## config.mk

```make
export PLATFORM = sky130hd
export DESIGN_NAME = isotp_receive_reassembler_unit
export DESIGN_NICKNAME = d
export VERILOG_FILES = /design/src/hdl/isotp_pkg.sv /design/src/hdl/isotp_rx_decode.sv /design/src/hdl/isotp_receive_reassembler_unit.sv
export SDC_FILE = /design/constraint.sdc
export NUM_CORES = 1
export LEC_CHECK = 0
export BUFFER_PORTS_ARGS = -buffer_cell sky130_fd_sc_hd__buf_2
export CAP_MARGIN = 40
export CORE_UTILIZATION = 45
export DETAILED_ROUTE_END_ITERATION = 12
export HOLD_SLACK_MARGIN = 0.15
export PLACE_DENSITY = 0.69
export SYNTH_ARGS = -nofsm -noshare
export SYNTH_HDL_FRONTEND = slang
export SYNTH_HIERARCHICAL = 1
export SYNTH_SLANG_ARGS = --single-unit
```

## constraint.sdc

```tcl
create_clock -name clk -period 9.57 [get_ports clk]
set_input_delay 1.4355 -clock clk [delete_from_list [all_inputs] [get_ports clk]]
set_output_delay 1.4355 -clock clk [all_outputs]
set_load 0.02 [all_outputs]
```

## src/hdl/isotp_pkg.sv

```systemverilog
// Shared types and constants for the ISO-TP receive reassembler.
// Used by the decode logic, the top level and the port checker.
// Depends on nothing.
`timescale 1ns / 1ps
`default_nettype none

package isotp_pkg;

    // Largest message length that a first frame may announce.
    localparam logic [11:0] MAX_MESSAGE_LENGTH = 12'd4095;

    // Data length code limit and per-frame byte counts.
    localparam logic [3:0] DLC_MAX       = 4'd8;
    localparam logic [2:0] SF_LEN_MAX    = 3'd7;
    localparam logic [2:0] FF_DATA_BYTES = 3'd6;

    // Protocol control information types (high nibble of byte 0).
    localparam logic [3:0] FT_SINGLE = 4'h0;
    localparam logic [3:0] FT_FIRST  = 4'h1;
    localparam logic [3:0] FT_CONSEC = 4'h2;

    // Result status codes.
    typedef enum logic [2:0] {
        ST_IGNORED  = 3'd0,
        ST_ARMED    = 3'd1,
        ST_DATA     = 3'd2,
        ST_COMPLETE = 3'd3,
        ST_SEQ_ERR  = 3'd4
    } rx_status_t;

    // Reassembly state carried from frame to frame.
    typedef struct packed {
        logic        armed;
        logic [28:0] expected_id;
        logic [28:0] reply_id;
        logic [11:0] total_length;
        logic [11:0] byte_index;
        logic [3:0]  next_sequence;
    } rx_state_t;

    // One input transaction.
    typedef struct packed {
        logic        mode;
        logic [28:0] frame_id;
        logic [28:0] flow_target_id;
        logic [3:0]  frame_length;
        logic [63:0] frame_bytes;
    } rx_item_t;

    // One result transaction.
    typedef struct packed {
        rx_status_t  status;
        logic [55:0] payload;
        logic [2:0]  payload_count;
        logic [11:0] message_length;
        logic [28:0] message_id;
        logic        send_flow;
        logic [28:0] flow_frame_id;
    } rx_result_t;

endpackage

`default_nettype wire

```

## src/hdl/isotp_rx_decode.sv

```systemverilog
// Frame decode for the ISO-TP receiver: next reassembly state and result.
// Purely combinational; the caller registers both.
// Depends on isotp_pkg.
`timescale 1ns / 1ps
`default_nettype none

module isotp_rx_decode (
    input  wire isotp_pkg::rx_state_t st,
    input  wire isotp_pkg::rx_item_t  item,
    output isotp_pkg::rx_state_t      st_next,
    output isotp_pkg::rx_result_t     res
);

    logic [3:0]  dlc_eff;
    logic [7:0]  b0;
    logic [3:0]  ftype;
    logic [2:0]  sf_len;
    logic [11:0] ff_raw;
    logic [11:0] ff_len;
    logic [3:0]  dlc_m1;
    logic [2:0]  avail;
    logic [11:0] tot_sel;
    logic [11:0] remain;
    logic [2:0]  count;
    logic [55:0] src;
    logic [55:0] payload_m;
    logic [11:0] index_sum;
    logic        seq_match;
    logic        frame_hit;

    // Field extraction and length clamps.
    assign dlc_eff = (item.frame_length > isotp_pkg::DLC_MAX) ? isotp_pkg::DLC_MAX
                                                               : item.frame_length;
    assign b0      = item.frame_bytes[7:0];
    assign ftype   = b0[7:4];
    assign sf_len  = (b0[3:0] > {1'b0, isotp_pkg::SF_LEN_MAX}) ? isotp_pkg::SF_LEN_MAX
                                                                 : b0[2:0];
    assign ff_raw  = {b0[3:0], item.frame_bytes[15:8]};
    assign ff_len  = (ff_raw > isotp_pkg::MAX_MESSAGE_LENGTH) ? isotp_pkg::MAX_MESSAGE_LENGTH
                                                               : ff_raw;

    // Bytes the frame can carry, and bytes still owed to the message.
    assign dlc_m1  = (dlc_eff == 4'd0) ? 4'd0 : dlc_eff - 4'd1;
    assign avail   = (ftype == isotp_pkg::FT_FIRST) ? isotp_pkg::FF_DATA_BYTES : dlc_m1[2:0];
    assign tot_sel = (ftype == isotp_pkg::FT_SINGLE) ? {9'd0, sf_len} :
                     (ftype == isotp_pkg::FT_FIRST)  ? ff_len : st.total_length;
    assign remain  = (tot_sel > st.byte_index) ? tot_sel - st.byte_index : 12'd0;
    assign count   = (remain < {9'd0, avail}) ? remain[2:0] : avail;

    // Data starts at byte 2 for a first frame and at byte 1 otherwise.
    assign src = (ftype == isotp_pkg::FT_FIRST) ? {8'h00, item.frame_bytes[63:16]}
                                                : item.frame_bytes[63:8];

    // Keep only the bytes that are counted; the rest read as zero.
    always_comb
    begin
        for (int j = 0; j < 7; j++)
        begin
            payload_m[8*j +: 8] = (3'(j) < count) ? src[8*j +: 8] : 8'h00;
        end
    end

    assign index_sum = st.byte_index + {9'd0, count};
    assign seq_match = (b0[3:0] == st.next_sequence);
    assign frame_hit = st.armed && (dlc_eff != 4'd0) && (item.frame_id == st.expected_id);

    // Dispatch on arm request and frame type.
    always_comb
    begin
        st_next = st;
        res     = '0;
        priority if (item.mode)
        begin
            st_next.expected_id   = item.frame_id;
            st_next.reply_id      = item.flow_target_id;
            st_next.byte_index    = 12'd0;
            st_next.next_sequence = 4'd1;
            st_next.armed         = 1'b1;
            res.status            = isotp_pkg::ST_ARMED;
            res.message_id        = item.frame_id;
        end
        else if (frame_hit)
        begin
            unique case (ftype)
                isotp_pkg::FT_SINGLE:
                begin
                    st_next.total_length = tot_sel;
                    st_next.byte_index   = index_sum;
                    st_next.armed        = 1'b0;
                    res.status           = isotp_pkg::ST_COMPLETE;
                    res.payload          = payload_m;
                    res.payload_count    = count;
                    res.message_length   = tot_sel;
                    res.message_id       = st.expected_id;
                end
                isotp_pkg::FT_FIRST:
                begin
                    st_next.total_length = tot_sel;
                    st_next.byte_index   = index_sum;
                    res.status           = isotp_pkg::ST_DATA;
                    res.payload          = payload_m;
                    res.payload_count    = count;
                    res.message_length   = tot_sel;
                    res.message_id       = st.expected_id;
                    res.send_flow        = 1'b1;
                    res.flow_frame_id    = st.reply_id;
                end
                isotp_pkg::FT_CONSEC:
                begin
                    res.message_length = st.total_length;
                    res.message_id     = st.expected_id;
                    if (seq_match)
                    begin
                        st_next.byte_index    = index_sum;
                        st_next.next_sequence = st.next_sequence + 4'd1;
                        res.payload           = payload_m;
                        res.payload_count     = count;
                        if (index_sum == st.total_length)
                        begin
                            st_next.armed = 1'b0;
                            res.status    = isotp_pkg::ST_COMPLETE;
                        end
                        else
                        begin
                            res.status = isotp_pkg::ST_DATA;
                        end
                    end
                    else
                    begin
                        st_next.armed = 1'b0;
                        res.status    = isotp_pkg::ST_SEQ_ERR;
                    end
                end
                default:
                begin
                    // Flow-control and unknown frame types pass unnoticed.
                    st_next = st;
                    res     = '0;
                end
            endcase
        end
        else
        begin
            st_next = st;
            res     = '0;
        end
    end

endmodule

`default_nettype wire

```

## src/hdl/isotp_receive_reassembler_unit.sv

```systemverilog
// An accepted frame's result is registered in the output slot, or in the skid entry.
// Throughput: one frame per cycle while in_stall is low; state updates at acceptance.
// An output register plus one skid entry let input continue while a result waits;
// input stalls only while the skid entry is occupied.
// Reset (rst_n low, asynchronous) disarms the receiver, sets the next sequence to 1,
// and empties both result slots.
// Top level of the ISO-TP receive reassembler; depends on isotp_pkg and isotp_rx_decode.
`timescale 1ns / 1ps
`default_nettype none

module isotp_receive_reassembler_unit (
    input  wire logic        clk,
    input  wire logic        rst_n,
    input  wire logic        in_valid,
    output logic             in_stall,
    input  wire logic        mode,
    input  wire logic [28:0] frame_id,
    input  wire logic [28:0] flow_target_id,
    input  wire logic [3:0]  frame_length,
    input  wire logic [63:0] frame_bytes,
    output logic             out_valid,
    input  wire logic        out_stall,
    output logic [2:0]       status,
    output logic [55:0]      payload,
    output logic [2:0]       payload_count,
    output logic [11:0]      message_length,
    output logic [28:0]      message_id,
    output logic             send_flow,
    output logic [28:0]      flow_frame_id
);

    isotp_pkg::rx_state_t  state_reg;
    isotp_pkg::rx_state_t  state_next;
    isotp_pkg::rx_state_t  dec_state;
    isotp_pkg::rx_item_t   item;
    isotp_pkg::rx_result_t dec_res;
    isotp_pkg::rx_result_t out_data_reg;
    isotp_pkg::rx_result_t out_data_next;
    isotp_pkg::rx_result_t skid_data_reg;
    isotp_pkg::rx_result_t skid_data_next;
    logic                  out_valid_reg;
    logic                  out_valid_next;
    logic                  skid_valid_reg;
    logic                  skid_valid_next;
    logic                  accept;
    logic                  out_take;

    // Gather the input transaction.
    assign item.mode           = mode;
    assign item.frame_id       = frame_id;
    assign item.flow_target_id = flow_target_id;
    assign item.frame_length   = frame_length;
    assign item.frame_bytes    = frame_bytes;

    isotp_rx_decode u_decode (
        .st      (state_reg),
        .item    (item),
        .st_next (dec_state),
        .res     (dec_res)
    );

    // Handshake: the skid entry decides whether input can be taken.
    assign in_stall = skid_valid_reg;
    assign accept   = in_valid && !skid_valid_reg;
    assign out_take = out_valid_reg && !out_stall;

    // Next state of the reassembly context and the two result slots.
    always_comb
    begin
        state_next      = accept ? dec_state : state_reg;
        out_valid_next  = out_valid_reg;
        out_data_next   = out_data_reg;
        skid_valid_next = skid_valid_reg;
        skid_data_next  = skid_data_reg;
        priority if (skid_valid_reg)
        begin
            if (out_take)
            begin
                out_data_next   = skid_data_reg;
                skid_valid_next = 1'b0;
            end
        end
        else if (accept)
        begin
            if (!out_valid_reg || out_take)
            begin
                out_valid_next = 1'b1;
                out_data_next  = dec_res;
            end
            else
            begin
                skid_valid_next = 1'b1;
                skid_data_next  = dec_res;
            end
        end
        else if (out_take)
        begin
            out_valid_next = 1'b0;
        end
        else
        begin
            // Nothing moves; both result slots keep their contents.
            out_valid_next = out_valid_reg;
        end
    end

    // Control state with reset.
    always_ff @(posedge clk or negedge rst_n)
    begin
        if (!rst_n)
        begin
            state_reg.armed         <= 1'b0;
            state_reg.expected_id   <= '0;
            state_reg.reply_id      <= '0;
            state_reg.total_length  <= '0;
            state_reg.byte_index    <= '0;
            state_reg.next_sequence <= 4'd1;
            out_valid_reg           <= 1'b0;
            skid_valid_reg          <= 1'b0;
        end
        else
        begin
            state_reg      <= state_next;
            out_valid_reg  <= out_valid_next;
            skid_valid_reg <= skid_valid_next;
        end
    end

    // Result payload registers need no reset.
    always_ff @(posedge clk)
    begin
        out_data_reg  <= out_data_next;
        skid_data_reg <= skid_data_next;
    end

    assign out_valid      = out_valid_reg;
    assign status         = out_data_reg.status;
    assign payload        = out_data_reg.payload;
    assign payload_count  = out_data_reg.payload_count;
    assign message_length = out_data_reg.message_length;
    assign message_id     = out_data_reg.message_id;
    assign send_flow      = out_data_reg.send_flow;
    assign flow_frame_id  = out_data_reg.flow_frame_id;

endmodule

`default_nettype wire

```

# Word-level counts from Yosys, hierarchy flattened
# Cells that the tools add are included.
word_totals:
  out_inout_bits: 135
  elab_cells: 126
  reg_bits: 355
op_classes:
  n_bitwise: 3
  add_sub_neg: 4
  n_eq_ne: 9
  muxes: 48
  n_reduce_logical: 28
  magnitude_cmp: 12
ops:
  columns: ["operator", "n"]
  rows:
  - ["$mux 133", 5]
  - ["$pmux 103 s3", 1]
  - ["$mux 59", 2]
  - ["$mux 87", 1]
  - ["$mux 71", 1]
  - ["$mux 12", 5]
  - ["$mux 30", 2]
  - ["$mux 56", 1]
  - ["$mux 8", 7]
  - ["$mux 16", 2]
  - ["$eq 29x29->1", 1]
  - ["$mux 29", 1]
  - ["$pmux 12 s2", 1]
  - ["$mux 3", 6]
  - ["$reduce_and 4->1", 4]
  - ["$add 12x3->12", 1]
  - ["$eq 12x12->1", 1]
  - ["$gt 12x12->1", 1]
  - ["$gt 12x12->1 const B", 1]
  - ["$lt 12x3->1", 1]
  - ["$reduce_bool 2->1", 6]
  - ["$sub 12x12->12", 1]
  - ["$mux 1", 10]
  - ["$lt 3x3->1 const A", 3]
  - ["24 further kinds", 39]

# Logic depth before layout (Yosys ltp)
# Gate-level depths: netlist (run 1).
logic_depth:
  ltp_word: 18
  ltp_mapped: 36
  mapped_depth_nobuf: 34

# Cells and area by module
# Netlist (run 1), hierarchy kept.
modules_own_cells:
  columns: ["module", "instances", "cells_per_inst", "seq_area_each_um2", "area_each_um2"]
  rows:
  - ["isotp_receive_reassembler_unit", 1, 610, 10216.0, 12990.0]
  - ["isotp_rx_decode", 1, 690, 0.0, 4659.5]

# Least setup slack after synthesis (run 1)
# OpenSTA, ideal clock, no wires.
synth_path:
  path_type: "input-to-reg"
  start: "input port in_valid"
  end: "register out_data_reg (netlist bit flow_frame_id[0]) (enable)"
  path_stages: 2
  slack_ps: 912
  arrival_ps: 7976
  required_ps: 8888
  n_path_buf: 0
  path_cell_list: "nand2b_1 -> a22oi_1"
synth_via:
  elab_chain_cells: 3
synth_lines:
  columns: ["item", "line_no", "text"]
  rows:
  - ["start: declaration", "isotp_receive_reassembler_unit.sv:14", "input wire logic in_valid,"]
  - ["$logic_and 1x1->1", "isotp_receive_reassembler_unit.sv:64", "assign accept = in_valid && !skid_valid_reg;"]
  - ["$reduce_bool 2->1 (no line)", null, null]
  - ["$reduce_and 3->1 (no line)", null, null]
  - ["end signal: assignment", "isotp_receive_reassembler_unit.sv:132", "out_data_reg <= out_data_next;"]
  - ["end: declaration", "isotp_receive_reassembler_unit.sv:37", "isotp_pkg::rx_result_t out_data_reg;"]
# Every way passes these cells.
# A chain may end at the register's enable or synchronous reset.

==> flow_summary.ini, run 1 <==
[status]
status = finished clean

[placement]
hpwl_mm = 28.9
placed_cells = 2034
gp_congestion = 0.911
place.port_buffers = 265
placed_area_um2 = 19500

[synth]
synth_nets = 1450
ys_ff_latch = 355
yosys.area_share.simple = 0.0857
synth-xor-area-share = 0.0323
synthTopCellsByArea = edfxtp_1 (45%), mux2_2 (17%), dfrtp_1 (12%)
synthMuxAreaShare = 0.196
synth_cell_type_count = 77
synth_compound_area_frac = 0.0692
async_flop_share = 0.251
yosysTopAreaCell = edfxtp_1
synth_edf_count = 266
synth_top_family_by_area = multiplexers
synth-seq-area-share = 0.579
synth_top_cell_area_share = 0.453
synthCells = 1300
synth-main-ff-cell = edfxtp_1
synth_area_um2 = 17600
ys_warn_count = 6
synth_area_per_cell_um2 = 13.6
synthAdderAreaFrac = 0.0143

[grt]
grt_pass1_wl_mm = 64.7
grt-ovfl-total = 0
antenna_found_initial = 3
grt_max_degree = 71
grt_pass1_vias = 11500
track_usage = 0.212

[drt]
maxUsedRoutingLayer = met5
vias = 11600
drcViolationCount = 0
wl_met2_mm = 20.6
vias_per_cell = 5.51
postRouteAntennaNets = 0
first_iter_violations = 644
wl_met3_mm = 2.92
drtPass1Iterations = 5
wl_mm = 42.4
wl_per_cell_um = 20.1
wl_met1_mm = 17.7

[pwr]
power_frac_comb = 0.295
p_int_mw = 3.77
vdd_drop_max_mv = 0.179
p_clk_frac = 0.273
p_leak_nw = 8.40
switching_share = 0.320
power_mw = 5.54
seqPwrFrac = 0.432
p_switching_mw = 1.77
powerDensity_nw_per_um2 = 266

[layout]
fill_cells = 3275
fin_util = 0.539
final_common_cell = mux2_2
mostFrequentLayoutCells = mux2_2 (272), edfxtp_1 (266), buf_2 (263)
syn_to_final_growth_pct = 18.1
design_area_um2 = 20900
largest_register_ffs = 133
stdcell_count = 2107
final_nets = 1708
diodes = 0
drive_gt1_frac = 0.417

[worst_setup_path]
path_max_fanout = 7
slowest_stage = or3_2
critPathMaxStageDelay_ns = 0.57
required_ns = 10.02
start_kind = input port
cp_num_buf_inv = 2
crit_path_end_kind = register
worstPathArrival_ns = 9.15
critPathTopFamily = simple AND/OR/NAND/NOR gates
path_class = input port to register

[timing]
min_period_ns = 8.70
slew_viol_final = 0
slew-limit-headroom = 0.357
finalHoldViolations = 0
fin_skew_ns = 0.0220
tightest_slew_ns = 0.960
max_freq_ghz = 0.115
setup_tns_ns = 0
fin_crit_sh = 0.909
rsz0062_at_grt = no
setup_viol = 0

[die]
num_rows = 72
num_io_pins = 266
die_width_um = 200
core_um2 = 38600
die_h_um = 200
die_area_um2 = 40000
start_util = 0.457

[run]
drv_cap = 0

[clocking]
cts_inserted_buffers = 40
clockRootBuffer = clkbuf_16
cts_hold_buf = 0
htree_levels = 2
clk_path_buf_depth = 3
cts.sink_count = 355
cts_resized = 0
worst_skew_pair.late_latency_ns = 0.57
cts_tree = yes
cts.clk_slew.worst_paths_ns = 0.06
postCtsSetupBuffers = 0

[min_path]
min_path_type = register to register
[cells by family after synthesis]
kind of cell | count (synthesis)
buffers and inverters | 89
AO/OA/AOI/OAI | 173
AND/OR/NAND/NOR | 297
adder cells (fa/ha/maj) | 19
multiplexers | 302
flip-flops | 355
XOR/XNOR | 65
[Yosys cell counts, drive strengths merged, types with 3 or more instances]
cell     count
a2111oi      3
a211o        3
a211oi       3
a21o        11
a21oi       52
a22o        37
a22oi        9
and2        44
buf         29
clkbuf      39
dfrtp       88
edfxtp     266
ha          17
inv         21
mux2       291
mux2i       11
nand2      100
nand2b       4
nand3        9
nand3b       3
nand4       13
nor2        49
nor2b       15
nor3        24
nor4        17
o21ai       29
o21bai       3
or3          6
xnor2       41
xor2        24
[area by class of cell]
class                   count  area, um^2  area share
flip-flops and latches    355       10200       0.490
repair buffers            284        1550      0.0742
clock inverters            17         203     0.00972
inverters                  21        78.8     0.00378
clock buffers              56        1100      0.0528
well taps                 518         648      0.0311
multi-input cells         856        7050       0.338
[worst paths after layout]
| check | start | end | slack [ns] | cells after the start |
|---|---|---|---|---|
| setup / recovery | frame_bytes[7] | state_reg[86] | 0.87 | 34 |
| hold / removal | state_reg[36] | state_reg[36] | 0.52 | 1 |
| setup reg to reg | state_reg[19] | state_reg[86] | 2.39 | 29 |
| hold reg to reg | state_reg[36] | state_reg[36] | 0.52 | 1 |
| max in group asynchronous | rst_n | in_stall | 7.50 | 2 |
| min in group asynchronous | rst_n | state_reg[38] | 0.90 | 1 |
[power groups by stage]
stage	clock network, mW	logic [mW]	registers, mW
6_report	1.51	1.64	2.40
5_1_grt	1.61	1.76	2.45
4_1_cts	1.56	1.66	2.40
3_5_place_dp	0	1.65	2.43
3_3_place_gp	0	1.60	2.41
2_1_floorplan	0	0.873	2.74
[layer usage]
layer  vias to the layer above  GRT usage
met5                         -          0
met4                         4     0.0811
met3                        81     0.0470
met2                       396      0.350
met1                      5734      0.272
li1                       5392          -
[stage by stage]
stage          hold slack [ns]  worst slack [ns]
2_1_floorplan            0.475             0.912
3_3_place_gp             0.500             0.812
3_5_place_dp             0.507             0.461
4_1_cts                  0.524              1.04
5_1_grt                  0.530             0.368
6_report                 0.522             0.869
No activity file was read; power rests on OpenSTA's default activity.
==> inputs of run 2 (changes only) <==
- PLACE_DENSITY: 0.69 -> 0.7
- SYNTH_HIERARCHICAL: 1 -> not set
==> flow_summary.ini, run 2 <==
[worst_setup_path]
worstReg2RegEnd = status[0]
reg2regPathDepth = 32
worst_r2r_startpoint = state_reg[16]
critPathMaxStageDelay_ns = 0.44
r2r_setup_slack_ns = 2.18
path_class = input port to register
path_max_fanout = 8
crit_path_end_kind = register
worstPathArrival_ns = 9.04
slowest_stage = and4_1
required_ns = 9.96
start_kind = input port

[synth]
yosysMostFrequentCell = edfxtp_1
synth_top_cell_area_share = 0.478
ys_ff_latch = 355
async_flop_share = 0.251
yosys.area_share.simple = 0.100
synth_area_per_cell_um2 = 13.0
synth_nets = 1440
synth-xor-area-share = 0.0314
synth_compound_area_frac = 0.0979
synth_top_family_by_area = multiplexers
synth-seq-area-share = 0.611
yosysTopAreaCell = edfxtp_1
yosys-top-cells-count = edfxtp_1 (266), mux2_2 (133), nand2_1 (120), dfrtp_1 (88), nor2_1 (76)
synth_cell_type_count = 69
synthCells = 1289
synthMuxAreaShare = 0.119
synth_edf_count = 266
synthTopCellsByArea = edfxtp_1 (48%), dfrtp_1 (13%), mux2_2 (9.0%)
synth_area_um2 = 16700
synth-main-ff-cell = edfxtp_1
ys_warn_count = 0
synthAdderAreaFrac = 0.0159

[placement]
hpwl_mm = 29.6
place.port_buffers = 265
gp_congestion = 0.914
placed_area_um2 = 18700
placed_cells = 1979
place_ws_ns = 0.504

[pwr]
p_switching_mw = 1.72
power_frac_comb = 0.271
seqPwrFrac = 0.455
p_clk_frac = 0.275
p_leak_nw = 7.78
powerDensity_nw_per_um2 = 265
p_int_mw = 3.57
vdd_drop_max_mv = 0.176
power_mw = 5.28
switching_share = 0.325

[layout]
final_nets = 1704
fin_util = 0.544
stdcell_count = 2054
mostFrequentLayoutCells = edfxtp_1 (266), buf_2 (264), mux2_2 (133)
largest_register_ffs = 133
drive_gt1_frac = 0.317
syn_to_final_growth_pct = 19.1
final_common_cell = edfxtp_1
design_area_um2 = 19900

[timing]
rsz0062_at_grt = no
min_period_ns = 8.64
slew_viol_final = 0
fin_skew_ns = 0.0127
fin_crit_sh = 0.903
max_freq_ghz = 0.116
finalHoldViolations = 0
whs_ns = 0.495
setup_viol = 0
slew-limit-headroom = 0.416
setup_tns_ns = 0
worst_slack_ns = 0.926
tightest_slew_ns = 0.876

[drt]
postRouteAntennaNets = 0
wl_mm = 42.6
wl_met2_mm = 20.3
wl_met1_mm = 17.9
maxUsedRoutingLayer = met5
wl_per_cell_um = 20.7
first_iter_violations = 798
vias = 11600
wl_met3_mm = 3.85
vias_per_cell = 5.66
drcViolationCount = 0
drtPass1Iterations = 5

[run]
drv_cap = 0

[die]
die_h_um = 195
num_rows = 70
die_width_um = 195
num_io_pins = 266
core_um2 = 36600
start_util = 0.457
die_area_um2 = 37900

[clocking]
cts_inserted_buffers = 40
clk_path_buf_depth = 3
cts_tree = yes
postCtsSetupBuffers = 0
cts.sink_count = 355
cts_hold_buf = 0
clockRootBuffer = clkbuf_16
htree_levels = 2
worst_skew_pair.late_latency_ns = 0.53
cts_resized = 0
cts.clk_slew.worst_paths_ns = 0.06

[min_path]
hold_start = state_reg[37]
min_to = state_reg[37]
min_path_type = register to register
hold_depth = 1

[grt]
track_usage = 0.220
grt_pass1_wl_mm = 65.1
antenna_found_initial = 4
grt-ovfl-total = 0
grt_pass1_vias = 11300
grt_max_degree = 72

[status]
status = finished clean
## run 2: cell count changes in the layout (fill, tap and decap cells not counted), sizes merged, moves of 15 or more
cell   delta
nor2     +27
nand2    +22
nor3     +15
o31ai    +62
mux2    -158
a21oi    -29
mux2i    +39
inv      +17
## run 2: cell type report
class | count | area [um^2]
fill | 3093 | 16700
sequential | 355 | 10200
multi-input combinational | 829 | 6130
timing repair buffer | 290 | 1600
clock buffer | 56 | 1090
tap | 468 | 586
clock inverter | 18 | 145
inverter | 37 | 139
antenna | 1 | 2.50
## run 2: worst max-delay path by stage
stage | from | endpoint | slack, ns
6_report | frame_bytes[5] | status[0] | 0.93
5_1_grt | frame_bytes[5] | status[0] | 0.25
4_1_cts | frame_bytes[5] | status[0] | 1.02
3_5_place_dp | frame_bytes[5] | status[0] | 0.50
3_3_place_gp | frame_bytes[5] | status[0] | 0.75
2_1_floorplan | in_valid | flow_frame_id[0] | 0.70
## run 2: critical path: cells and delay by family
kind / cells / cell delay (ns)
simple gates: 12 / 2.53
compound gates: 12 / 2.61
mux: 1 / 0.19
xor+xnor: 1 / 0.13
buf+inv: 4 / 0.47
fa+ha+maj: 5 / 1.63
## run 2: logic make-up (layout without fill, tap and decap cells)
| group | after synthesis | after routing |
|---|---|---|
| AOI/OAI and AO/OA | 221 | 221 |
| xor gates and xnor gates | 60 | 60 |
| adders and majority gates | 20 | 20 |
| buffers and inverters | 105 | 401 |
| DFF | 355 | 355 |
| muxes | 183 | 183 |
| other | 0 | 1 |
| and+or+nand+nor | 345 | 345 |
## run 2: power by group through the flow
stage	Sequential (mW)	Combinational (mW)	Clock, mW
2_1_floorplan	2.74	0.674	0
3_3_place_gp	2.41	1.41	0
3_5_place_dp	2.43	1.44	0
4_1_cts	2.41	1.45	1.49
5_1_grt	2.45	1.53	1.54
6_report	2.40	1.43	1.45
## run 2: per-layer routing
layer	track usage	vias up
met2	0.366	489
met5	0	-
met4	0.0487	6
li1	-	5363
met1	0.289	5707
met3	0.0569	57
==> inputs of run 3 (changes only) <==
- BUFFER_PORTS_ARGS: -buffer_cell sky130_fd_sc_hd__buf_2 -> not set
- DONT_BUFFER_PORTS: not set -> 1
- PLACE_DENSITY: 0.7 -> 0.64
==> flow_summary.ini, run 3 (synthesis results as in run 2) <==
[status]
status = finished clean

[layout]
mostFrequentLayoutCells = edfxtp_1 (266), mux2_2 (133), nand2_1 (119)
drive_gt1_frac = 0.185
final_common_cell = edfxtp_1
largest_register_ffs = 133
fin_util = 0.512
final_nets = 1437
syn_to_final_growth_pct = 12.0

[clocking]
htree_levels = 2
cts_hold_buf = 0
cts_inserted_buffers = 40
cts_tree = yes
clockRootBuffer = clkbuf_16
cts_resized = 0
cts.sink_count = 355
cts.clk_slew.worst_paths_ns = 0.06
clk_path_buf_depth = 3
postCtsSetupBuffers = 0
worst_skew_pair.late_latency_ns = 0.53

[worst_setup_path]
crit_path_end_kind = register
critPathTopFamily = compound AO/OA/AOI/OAI gates
slowest_stage = and4_1
start_kind = input port
critPathMaxStageDelay_ns = 0.44
cp_num_buf_inv = 2
path_max_fanout = 8
path_class = input port to register
reg2regPathDepth = 31
required_ns = 9.97
path_depth = 33
worstPathArrival_ns = 8.96

[timing]
max_freq_ghz = 0.117
fin_skew_ns = 0.0123
tightest_slew_ns = 0.877
rsz0062_at_grt = no
setup_viol = 0
min_period_ns = 8.56
fin_crit_sh = 0.895
slew_viol_final = 0
slew-limit-headroom = 0.415
setup_tns_ns = 0
finalHoldViolations = 0

[grt]
antenna_found_initial = 1
grt_use_met1 = 0.281
grt_pass1_vias = 10300
busiest_layer = met2
track_usage = 0.220
grt_pass1_wl_mm = 63.9
grt.met2_usage = 0.356
grt-ovfl-total = 0
grt_max_degree = 90
met3_usage = 0.0755

[min_path]
min_path_type = register to register
hold_depth = 1

[pwr]
p_switching_mw = 1.66
power_frac_comb = 0.169
seqPwrFrac = 0.522
switching_share = 0.315
p_int_mw = 3.60
power_mw = 5.26
powerDensity_nw_per_um2 = 281
p_leak_nw = 6.79
p_clk_frac = 0.309
vdd_drop_max_mv = 0.189

[drt]
vias = 10500
drtPass1Iterations = 5
postRouteAntennaNets = 0
wl_per_cell_um = 23.7
drcViolationCount = 0
vias_per_cell = 5.88
first_iter_violations = 747
wl_mm = 42.3

[run]
drv_cap = 0

[die]
die_area_um2 = 37900
num_rows = 70
die_h_um = 195
num_io_pins = 266
start_util = 0.457
core_um2 = 36600
die_width_um = 195

[placement]
gp_congestion = 0.923
hpwl_mm = 28.8
place.port_buffers = 0
run 3: changes by cell type in the layout (fill, tap and decap cells not counted), sizes merged:
| cell | previous run | this run |
|---|---|---|
| clkbuf | 56 | 48 |
| buf | 290 | 23 |
| clkinvlp | 2 | 1 |
| clkinv | 12 | 15 |
| inv | 39 | 37 |
| bufinv | 2 | 8 |
run 3: path summary, 6_finish.rpt:
path | slack, ns | to | from
max | 1.01 | status[0] | frame_bytes[5]
min | 0.49 | state_reg[49] | state_reg[49]
max reg2reg | 2.07 | status[0] | state_reg[16]
min reg2reg | 0.49 | state_reg[49] | state_reg[49]
max in group asynchronous | 8.68 | state_reg[0] | rst_n
min in group asynchronous | 0.61 | state_reg[31] | rst_n
run 3: power by group through the flow:
stage	combinational [mW]	sequential [mW]	clock, mW
after global routing	0.972	2.80	1.72
after floorplan	0.674	2.74	0
after global placement	0.855	2.78	0
after detailed placement	0.900	2.78	0
final	0.889	2.75	1.62
after CTS	0.902	2.76	1.67
run 3: final cells by class:
| class | instances | area [um^2] |
|---|---|---|
| Fill cell | 3125 | 17900 |
| Sequential cell | 355 | 10200 |
| Multi-Input combinational cell | 829 | 6130 |
| Clock buffer | 48 | 1070 |
| Tap cell | 468 | 586 |
| Clock inverter | 24 | 322 |
| Timing Repair Buffer | 23 | 265 |
| Inverter | 37 | 139 |
| Antenna cell | 1 | 2.50 |
run 3: per-layer routing:
layer  vias up  routed length (um)
met5         -                   0
met4         0                 983
met3        72                4070
met2       379               19800
met1      5196               17500
li1       4848                   -
run 3: through the flow:
stage,hold slack (ns),cells,worst slack [ns],instance area (um^2)
after global placement,0.479,1707,0.816,17200
after CTS,0.498,1784,1.05,18700
after floorplan,0.446,1289,0.699,16700
after detailed placement,0.485,1712,0.520,17300
after global routing,0.503,1784,0.195,18700
final,0.495,1785,1.01,18700
